### src/chpt_ram.sv
// ----------------------------------------------------------------------------
// chpt_ram
// Generic simple dual-port RAM: one write port, one read port with a
// registered read that holds its data while no read is enabled.
// ----------------------------------------------------------------------------
module chpt_ram #(
  parameter int WIDTH = 8,
  parameter int DEPTH = 16
) (
  input  logic                     clk_i,
  input  logic                     we_i,
  input  logic [$clog2(DEPTH)-1:0] waddr_i,
  input  logic [WIDTH-1:0]         wdata_i,
  input  logic                     re_i,
  input  logic [$clog2(DEPTH)-1:0] raddr_i,
  output logic [WIDTH-1:0]         rdata_o
);

  logic [WIDTH-1:0] mem_q [DEPTH];
  logic [WIDTH-1:0] rdata_q;

  // Write port and registered read port.
  always_ff @(posedge clk_i) begin
    if (we_i) begin
      mem_q[waddr_i] <= wdata_i;
    end
    if (re_i) begin
      rdata_q <= mem_q[raddr_i];
    end
  end

  assign rdata_o = rdata_q;

endmodule

### config.mk
export PLATFORM = sky130hd
export DESIGN_NAME = chpt_ram
export DESIGN_NICKNAME = d
export VERILOG_FILES = /design/src/chpt_ram.sv
export SDC_FILE = /design/constraint.sdc
export NUM_CORES = 1
export LEC_CHECK = 0
export BUFFER_PORTS_ARGS = -buffer_cell sky130_fd_sc_hd__buf_2
export CAP_MARGIN = 20
export CELL_PAD_IN_SITES_DETAIL_PLACEMENT = 1
export CELL_PAD_IN_SITES_GLOBAL_PLACEMENT = 1
export CORE_ASPECT_RATIO = 1.75
export CORE_MARGIN = 4
export CORE_UTILIZATION = 30
export DETAILED_ROUTE_END_ITERATION = 10
export PLACE_DENSITY = 0.5
export SETUP_SLACK_MARGIN = 0.1
export SYNTH_ARGS = -nofsm -noshare
export SYNTH_HDL_FRONTEND = slang
export SYNTH_SLANG_ARGS = --single-unit
### constraint.sdc
create_clock -name clk_i -period 2.2 [get_ports clk_i]
set_input_delay 0.44 -clock clk_i [delete_from_list [all_inputs] [get_ports clk_i]]
set_output_delay 0.44 -clock clk_i [all_outputs]
set_load 0.05 [all_outputs]
==> results.sh <==
export IMPL_p_per_area_mw_per_mm2=974.0
export IMPL_status="finished, final reports clean"
export IMPL_dieArea_mm2=0.01968
export IMPL_use_met3_pct=3.080
export IMPL_cts_buffers=17
export IMPL_syn_area_per_cell_um2=22.83
export IMPL_maxSlewHeadroom_pct=71.24
export IMPL_seqCellArea_mm2=0.004084
export IMPL_cp_cell_sequence="buf_2 -> buf_4 -> mux4_1 -> a22oi_1 -> nand2_1"
export IMPL_path_max_fanout=8
export IMPL_leakagePower_nw=2.147
export IMPL_power_total_mw=6.239
export IMPL_rsz0062_at_grt="no"
export IMPL_wl_per_cell_um=22.07
export IMPL_drv_cap=0
export IMPL_grtUsageMet2_pct=23.88
export IMPL_max_stage_delay_ns=0.61
export IMPL_ys_seq_area_share_pct=78.12
export IMPL_yosysTopAreaCell="edfxtp_1"
export IMPL_min_path_type="input port to flop"
export IMPL_setup_violations=0
export IMPL_holdBufCountCts=0
export IMPL_fillCellCount=1688
export IMPL_die_x_um=107.8
export IMPL_portBuffers=26
export IMPL_grt_pass1_wl_um=17260
export IMPL_tightestPinTransition_ns=0.4315
export IMPL_grt_usage_pct=12.74
export IMPL_row_count=63
export IMPL_clkTransAtPathRegs_ns=0.06
export IMPL_worstSetupPathType="input port to flop"
export IMPL_clk_latency_ns=0.41
export IMPL_yosysWarnings=0
export IMPL_critical_path_required_ns=2.35
export IMPL_dieHeight_um=182.6
export IMPL_cts_sinks=136
export IMPL_hpwl_um=8209
export IMPL_antenna_cells=0
export IMPL_ant_nets=0
export IMPL_multiInputGateArea_mm2=0.001057
export IMPL_critPathSlowestCell="mux4_1"
export IMPL_clk_path_buf_depth=2
export IMPL_grt_pass1_vias=2723
export IMPL_r2r_setup_slack_ns=0.67
export IMPL_synthTopCellsByArea="edfxtp_1 (78%), mux4_2 (7.8%), mux4_1 (7.0%)"
export IMPL_start_util_pct=30.70
export IMPL_fmax_ghz=0.6255
export IMPL_crit_path_end_kind="flop"
export IMPL_io_pins=27
export IMPL_hold_violations=0
export IMPL_syn_nets=248
export IMPL_dr_pass1_iters=6
export IMPL_drive_above_1_share_pct=33.55
export IMPL_gr_usage_met1_pct=13.13
export IMPL_overflow=0
export IMPL_syn2layout_area_growth_pct=22.52
export IMPL_vias=2456
export IMPL_syn_area_mm2=0.005228
export IMPL_ys_ff_latch=136
export IMPL_cp_start_kind="input port"
export IMPL_nets=308
export IMPL_period_needed_ns=1.599
export IMPL_finalWirelength_um=11650
export IMPL_ctsResizeCount=0
export IMPL_skew_ns=0.007730
export IMPL_vias_per_cell=4.652
export IMPL_grt_start_max_net_pins=33
export IMPL_drt_initial_drc_count=116
export IMPL_ir_drop_mv=0.4618
export IMPL_gp_congestion=0.7197
export IMPL_synth_cells=229
export IMPL_clock_tree_root_cell="clkbuf_16"
export IMPL_postCtsSetupBuffers=0
export IMPL_antenna_found_initial=0
export IMPL_drv_slew=0
export IMPL_fin_tns_setup_ns=0
export IMPL_yosysTopAreaCellShare_pct=78.12
export IMPL_synth_cell_types=18
export IMPL_drcViolationCount=0
export IMPL_crit_arrival_ns=1.75
export IMPL_top_usage_layer="met2"
export IMPL_htree_levels=4
export IMPL_min_period_over_period_pct=72.67
export IMPL_cts_tree="yes"
export IMPL_core_area_mm2=0.01703
logic make-up after synthesis:
logic type | count (synthesis) | share of synthesized area (%)
AOI/OAI and AO/OA | 16 | 2.298
buffers and inverters | 10 | 1.651
DFF | 136 | 78.12
muxes | 32 | 14.79
and+or+nand+nor | 35 | 3.136
critical path: cells and delay by family:
| family | cells | cell delay [ns] |
|---|---|---|
| multiplexers | 1 | 0.61 |
| buffers and inverters | 2 | 0.41 |
| AO/OA/AOI/OAI | 1 | 0.19 |
| AND/OR/NAND/NOR | 1 | 0.09 |
worst paths after layout:
| path | from | endpoint | cells after the start |
|---|---|---|---|
| min | wdata_i[0] | mem_q[8][0] | 1 |
| min reg2reg | mem_q[8][5] | rdata_o[5] | 3 |
| max | raddr_i[0] | rdata_o[3] | 5 |
| max reg2reg | mem_q[2][2] | rdata_o[2] | 3 |
per-layer routing:
metal  vias to the layer above  share of wire (%)
met1                      1305                 37
met3                        11                2.3
met2                        41                 59
li1                       1099                  -
met5                         -                  0
met4                         0                1.9
stage by stage:
step | setup WS (ns) | cells | util [%] | area [um2] | hold slack (ns)
finish | 0.6012 | 528 | 37.62 | 6405 | 0.4147
global route | 0.5472 | 528 | 37.62 | 6405 | 0.4059
CTS | 0.5945 | 528 | 37.62 | 6405 | 0.4026
detailed placement | 0.1590 | 497 | 33.95 | 5781 | 0.7569
global placement | 0.1640 | 497 | 33.95 | 5781 | 0.7294
floorplan | 0.2671 | 229 | - | 5228 | 0.5389
power by group:
| part | switching [mW] | internal [mW] |
|---|---|---|
| clock network | 1.08 | 1.90 |
| logic | 0.201 | 0.121 |
| registers | 0.0172 | 2.92 |
layout make-up:
type	count	area share (%)
multi-input cells	83	16.51
well taps	227	4.434
clock inverters	14	3.106
clock buffers	17	6.642
flip-flops and latches	136	63.76
repair buffers	51	5.548
cells in the mapped netlist:
library cell	count
nand3b_1	2
mux4_2	18
nand2_1	9
mux4_1	14
edfxtp_1	136
buf_2	3
buf_6	3
buf_4	1
or3b_2	1
clkdlybuf4s25_2	3
and2b_1	1
and2_1	1
nand2b_1	2
nor2b_1	1
nor3_1	4
nor2_1	13
nand3_1	1
a22oi_1	16
state kept, by name (all words and copies together), names as in the netlist:
register	cells
rdata_o	8
mem_q	128
placed cells by master (no fill, tap or decap):
| cell | netlist | routed |
|---|---|---|
| and2_1 | 1 | 1 |
| inv_6 | 0 | 3 |
| clkinv_2 | 0 | 1 |
| buf_2 | 3 | 26 |
| buf_12 | 0 | 3 |
| mux4_2 | 18 | 18 |
| edfxtp_1 | 136 | 136 |
| clkbuf_16 | 0 | 17 |
| nor2_1 | 13 | 13 |
| nor3_1 | 4 | 4 |
| nand3_1 | 1 | 1 |
| clkinvlp_4 | 0 | 4 |
| buf_4 | 1 | 22 |
| mux4_1 | 14 | 14 |
| a22oi_1 | 16 | 16 |
| nand2b_1 | 2 | 2 |
| or3b_2 | 1 | 1 |
| nor2b_1 | 1 | 1 |
| nand2_1 | 9 | 9 |
| and2b_1 | 1 | 1 |
| bufinv_16 | 0 | 4 |
| nand3b_1 | 2 | 2 |
| clkinv_4 | 0 | 2 |
No activity file was read; power rests on OpenSTA's default activity.
