## config.mk

```make
export PLATFORM = sky130hd
export DESIGN_NAME = chpt_mac
export DESIGN_NICKNAME = d
export VERILOG_FILES = /design/src/chpt_pkg.sv /design/src/chpt_mac.sv
export SDC_FILE = /design/constraint.sdc
export NUM_CORES = 2
export LEC_CHECK = 0
export ABC_AREA = 1
export BUFFER_PORTS_ARGS = -buffer_cell sky130_fd_sc_hd__buf_2
export CAP_MARGIN = 40
export CORE_ASPECT_RATIO = 0.8
export CORE_MARGIN = 2
export CORE_UTILIZATION = 45
export CTS_BUF_LIST = sky130_fd_sc_hd__clkbuf_4 sky130_fd_sc_hd__clkbuf_8 sky130_fd_sc_hd__clkbuf_16
export CTS_CLUSTER_SIZE = 25
export DETAILED_ROUTE_END_ITERATION = 12
export PLACE_DENSITY_LB_ADDON = 0.2
export SLEW_MARGIN = 20
export SYNTH_ARGS = -nofsm -noshare
export SYNTH_HDL_FRONTEND = slang
export SYNTH_SLANG_ARGS = --single-unit
```

## constraint.sdc

```tcl
create_clock -name clk_i -period 5.64 [get_ports clk_i]
set_input_delay 0.846 -clock clk_i [delete_from_list [all_inputs] [get_ports clk_i]]
set_output_delay 0.846 -clock clk_i [all_outputs]
set_load 0.02 [all_outputs]
```

## src/chpt_pkg.sv

```systemverilog
// ----------------------------------------------------------------------------
// chpt_pkg
// Shared types and defaults for the convex half-plane point test unit.
// ----------------------------------------------------------------------------
package chpt_pkg;

  // Default sizes of the vertex buffer, the constraint table and coordinates.
  localparam int MAX_VERTICES_DEF = 16;
  localparam int MAX_ROWS_DEF     = 64;
  localparam int COORD_BITS_DEF   = 24;

  // Operation codes carried by each input beat.
  typedef enum logic [1:0] {
    OP_CLEAR    = 2'd0,
    OP_VERTEX   = 2'd1,
    OP_QUERY    = 2'd2,
    OP_RESERVED = 2'd3
  } op_e;

  // Control of the shared multiply-accumulate unit.
  typedef struct packed {
    logic mul_en;    // register a new product
    logic acc_load;  // move the current product into the accumulator
  } mac_ctrl_t;

endpackage

```

## src/chpt_mac.sv

```systemverilog
// ----------------------------------------------------------------------------
// chpt_mac
// Shared signed multiplier with a registered product and an accumulator.
// The sum output adds the held product to the accumulator.
// ----------------------------------------------------------------------------
module chpt_mac
  import chpt_pkg::*;
#(
  parameter int OP_W  = 25,
  parameter int ACC_W = 52
) (
  input  logic                    clk_i,
  input  logic                    rst_ni,
  input  logic signed [OP_W-1:0]  a_i,
  input  logic signed [OP_W-1:0]  b_i,
  input  mac_ctrl_t               ctrl_i,
  output logic signed [ACC_W-1:0] sum_o
);

  localparam int PROD_W = 2 * OP_W;

  logic signed [PROD_W-1:0] prod_q;
  logic signed [ACC_W-1:0]  acc_q;
  logic signed [ACC_W-1:0]  prod_ext;

  assign prod_ext = ACC_W'(prod_q);

  // Product register and accumulator.
  always_ff @(posedge clk_i or negedge rst_ni) begin
    if (!rst_ni) begin
      prod_q <= '0;
      acc_q  <= '0;
    end else begin
      if (ctrl_i.mul_en) begin
        prod_q <= a_i * b_i;
      end
      if (ctrl_i.acc_load) begin
        acc_q <= prod_ext;
      end
    end
  end

  assign sum_o = acc_q + prod_ext;

endmodule

```

==> impl_metrics.tcl <==
set metrics [dict create \
    drv_cap 0 \
    cts_max_level 3 \
    preCtsSetupSlack_ns -1.41 \
    regArea_sq_um 2500 \
    floorplan.initialDensity_pct 45.3 \
    ys_seq_area_share_pct 7.71 \
    synth.area.top_cells "fa_1, nand2_1, inv_1" \
    end_kind "register" \
    drv_slew 0 \
    tns_ns -15.59 \
    diodes 0 \
    max_freq_ghz 0.159 \
    wl_met3_um 7690 \
    synth_mux_area_share_pct 1.35 \
    overflow 0 \
    synth_edf_count 0 \
    fp.coreArea_sq_um 71700 \
    die-area_sq_um 74300 \
    worstPathArrival_ns 6.54 \
    worstMarginPinSlew_ns 0.735 \
    status "finished, violations left" \
    post-route-util_pct 56.5 \
    die_w_um 304 \
    antenna_found_initial 2 \
    hold_viol 0 \
    violations "negative setup slack" \
    syn_to_final_growth_pct 24.8 \
    synth_top_family_by_area "adder cells" \
    wl_um 95900 \
    cts_tree "yes" \
    async_flop_share_pct 100 \
    syn_nets 5274 \
    grt_max_degree 62 \
    setup_ws_ns -0.638 \
    synth_xor_area_share_pct 1.67 \
    nets 5609 \
    grt_use_total_pct 26.8 \
    yosys.area_share.simple_pct 20.9 \
    multi_input_area_sq_um 27100 \
    rsz0062_at_grt "true" \
    worst-setup-path-type "in2reg" \
    start_kind "input port" \
    critical_path_required_ns 5.90 \
    antenna_left 0 \
    route.vias.total 27700 \
    wl_met1_um 44900 \
    relSlewSlack_pct 51.0 \
    synth_compound_area_share_pct 4.01 \
    io_buffer_count 105 \
    num_rows 88 \
    drc 0 \
    ys_types 38 \
    cts.clk_slew.worst_paths_ns 0.07 \
    clockBufferDepth 2 \
    drtIter0Drc 2271 \
    cts_buffers 9 \
    cts_hold_buf 0 \
    drtPass1Iterations 5 \
    worstRegToRegCells 1 \
    hpwl_um 81600 \
    synth-seq-cells 100 \
    wl_per_cell_um 17.0 \
    insertion_delay_ns 0.36 \
    globalplace.congestion 0.969 \
    syn_inst 4370 \
    cts_root_buf "clkbuf_16" \
    synth_top_cell_area_share_pct 40.7 \
    skew_ns 0.00543 \
    r2r_slack_ns 4.77 \
    crit_fanout 6 \
    yosys_warnings 0 \
    ys.flop_type "dfrtp_1" \
    period_share_pct 111 \
    ios 106 \
    postSynthAreaPerCell_sq_um 7.42 \
    synthAdderAreaFrac_pct 48.0 \
    met2_length_um 42200 \
    synth_area_sq_um 32400 \
    synth_area_leader_cell "fa_1" \
    min_period_ns 6.28 \
    clock_sinks 100 \
    hp-class "in2async" \
    layout-drive-gt1-share_pct 24.1 \
    vias_per_cell 4.90 \
    grt_first_pass_wirelength_um 157000 \
    die_y_um 244 \
    setup_violations 38 \
    highest_layer "met4" \
    fillers 6678 \
    grt_pass1_vias 28700 \
]
-- kinds of logic after synthesis --
group           Yosys count
compound gates          239
xor+xnor                 62
fa+ha+maj               850
buf+inv                1408
flops                   100
mux                      39
simple gates           1672
-- layout by cell type (no fill, tap or decap), types with 32 or more instances in the layout --
cell	instances
inv_2	119
buf_12	40
ha_1	142
buf_6	72
xor2_1	36
nor2_1	150
nand3_1	77
nand3_2	32
nand2_4	61
inv_1	1104
buf_2	58
mux2_2	39
fa_2	37
o21ai_0	59
nand2_2	127
nor2_4	46
dfrtp_1	100
fa_1	622
buf_4	286
nand2_1	1057
ha_4	44
a21oi_1	97
-- synthesized netlist by cell type, types with 5 or more instances --
master	n
nand2_1	1242
inv_1	1224
fa_1	659
nor2_1	193
ha_1	191
clkbuf_1	158
a21oi_1	116
nand3_1	110
dfrtp_1	100
o21ai_0	73
mux2_2	39
xor2_1	37
nand4_1	30
nor2_2	28
xnor2_1	25
nor3_1	19
inv_2	16
o21bai_1	15
nand3b_1	11
o21ai_1	11
or2_2	9
a21o_1	8
nand2_2	8
nand3_2	8
nor3_2	6
or2_1	5
-- layer usage --
metal,vias to the layer above,global-route usage [%]
met5,-,0
met3,76,4.63
li1,13200,-
met1,13700,40.1
met4,0,3.13
met2,826,41.6
-- flip-flops by register name (all words and copies together) (netlist names) --
signal and count:
acc_q 50, prod_q 50
-- repair_timing --
| action | 4_1_cts | 5_1_grt |
|---|---|---|
| gates resized for setup | 451 | 309 |
| pin swaps | 149 | 217 |
| endpoints found under the setup margin | 39 | 40 |
| gates cloned | 7 | 3 |
| buffers inserted | 32 | 30 |
-- area by class of cell --
| type | count | area share [%] |
|---|---|---|
| multi-input cells | 2862 | 66.9 |
| clock inverters | 7 | 0.167 |
| clock buffers | 9 | 0.556 |
| repair buffers | 491 | 11.7 |
| flip-flops and latches | 100 | 6.18 |
| well taps | 945 | 2.92 |
| inverters | 1241 | 11.6 |
-- per-stage QoR --
stage / instances / hold WS [ns] / area, sq um
finish: 5655 / 0.508 / 40500
global route: 5655 / 0.524 / 40500
CTS: 5626 / 0.518 / 39100
floorplan: 4370 / 0.472 / 34200
detailed placement: 5571 / 0.501 / 36900
global placement: 5570 / 0.494 / 36900
-- worst paths after layout --
check	from	to
max in group asynchronous	rst_ni	prod_q[38]$_DFFE_PN0P_
min reg2reg	acc_q[31]$_DFFE_PN0P_	acc_q[31]$_DFFE_PN0P_
max reg2reg	prod_q[42]$_DFFE_PN0P_	acc_q[42]$_DFFE_PN0P_
max	a_i[24]	prod_q[44]$_DFFE_PN0P_
min	rst_ni	prod_q[0]$_DFFE_PN0P_
min in group clk_i	acc_q[31]$_DFFE_PN0P_	acc_q[31]$_DFFE_PN0P_
-- critical path, stage by stage --
cell and delay, ns:
buf_16 0.13, nand2_4 0.07, inv_2 0.04, fa_2 0.59
inv_2 0.06, fa_2 0.55, buf_6 0.16, fa_2 0.60
inv_4 0.06, buf_6 0.12, fa_1 0.52, fa_1 0.43
fa_1 0.53, fa_1 0.46, ha_4 0.32, nand2_2 0.06
inv_2 0.08, nand2_4 0.06, nor3_4 0.24, nand2_2 0.09
nor2_1 0.10, nand2_1 0.12, nand3_1 0.11, nand2_1 0.06
nand3_2 0.06, nand2_1 0.05
Power is not shown: default switching activity piles up to over one toggle a cycle in this logic, so the estimate is an artifact.
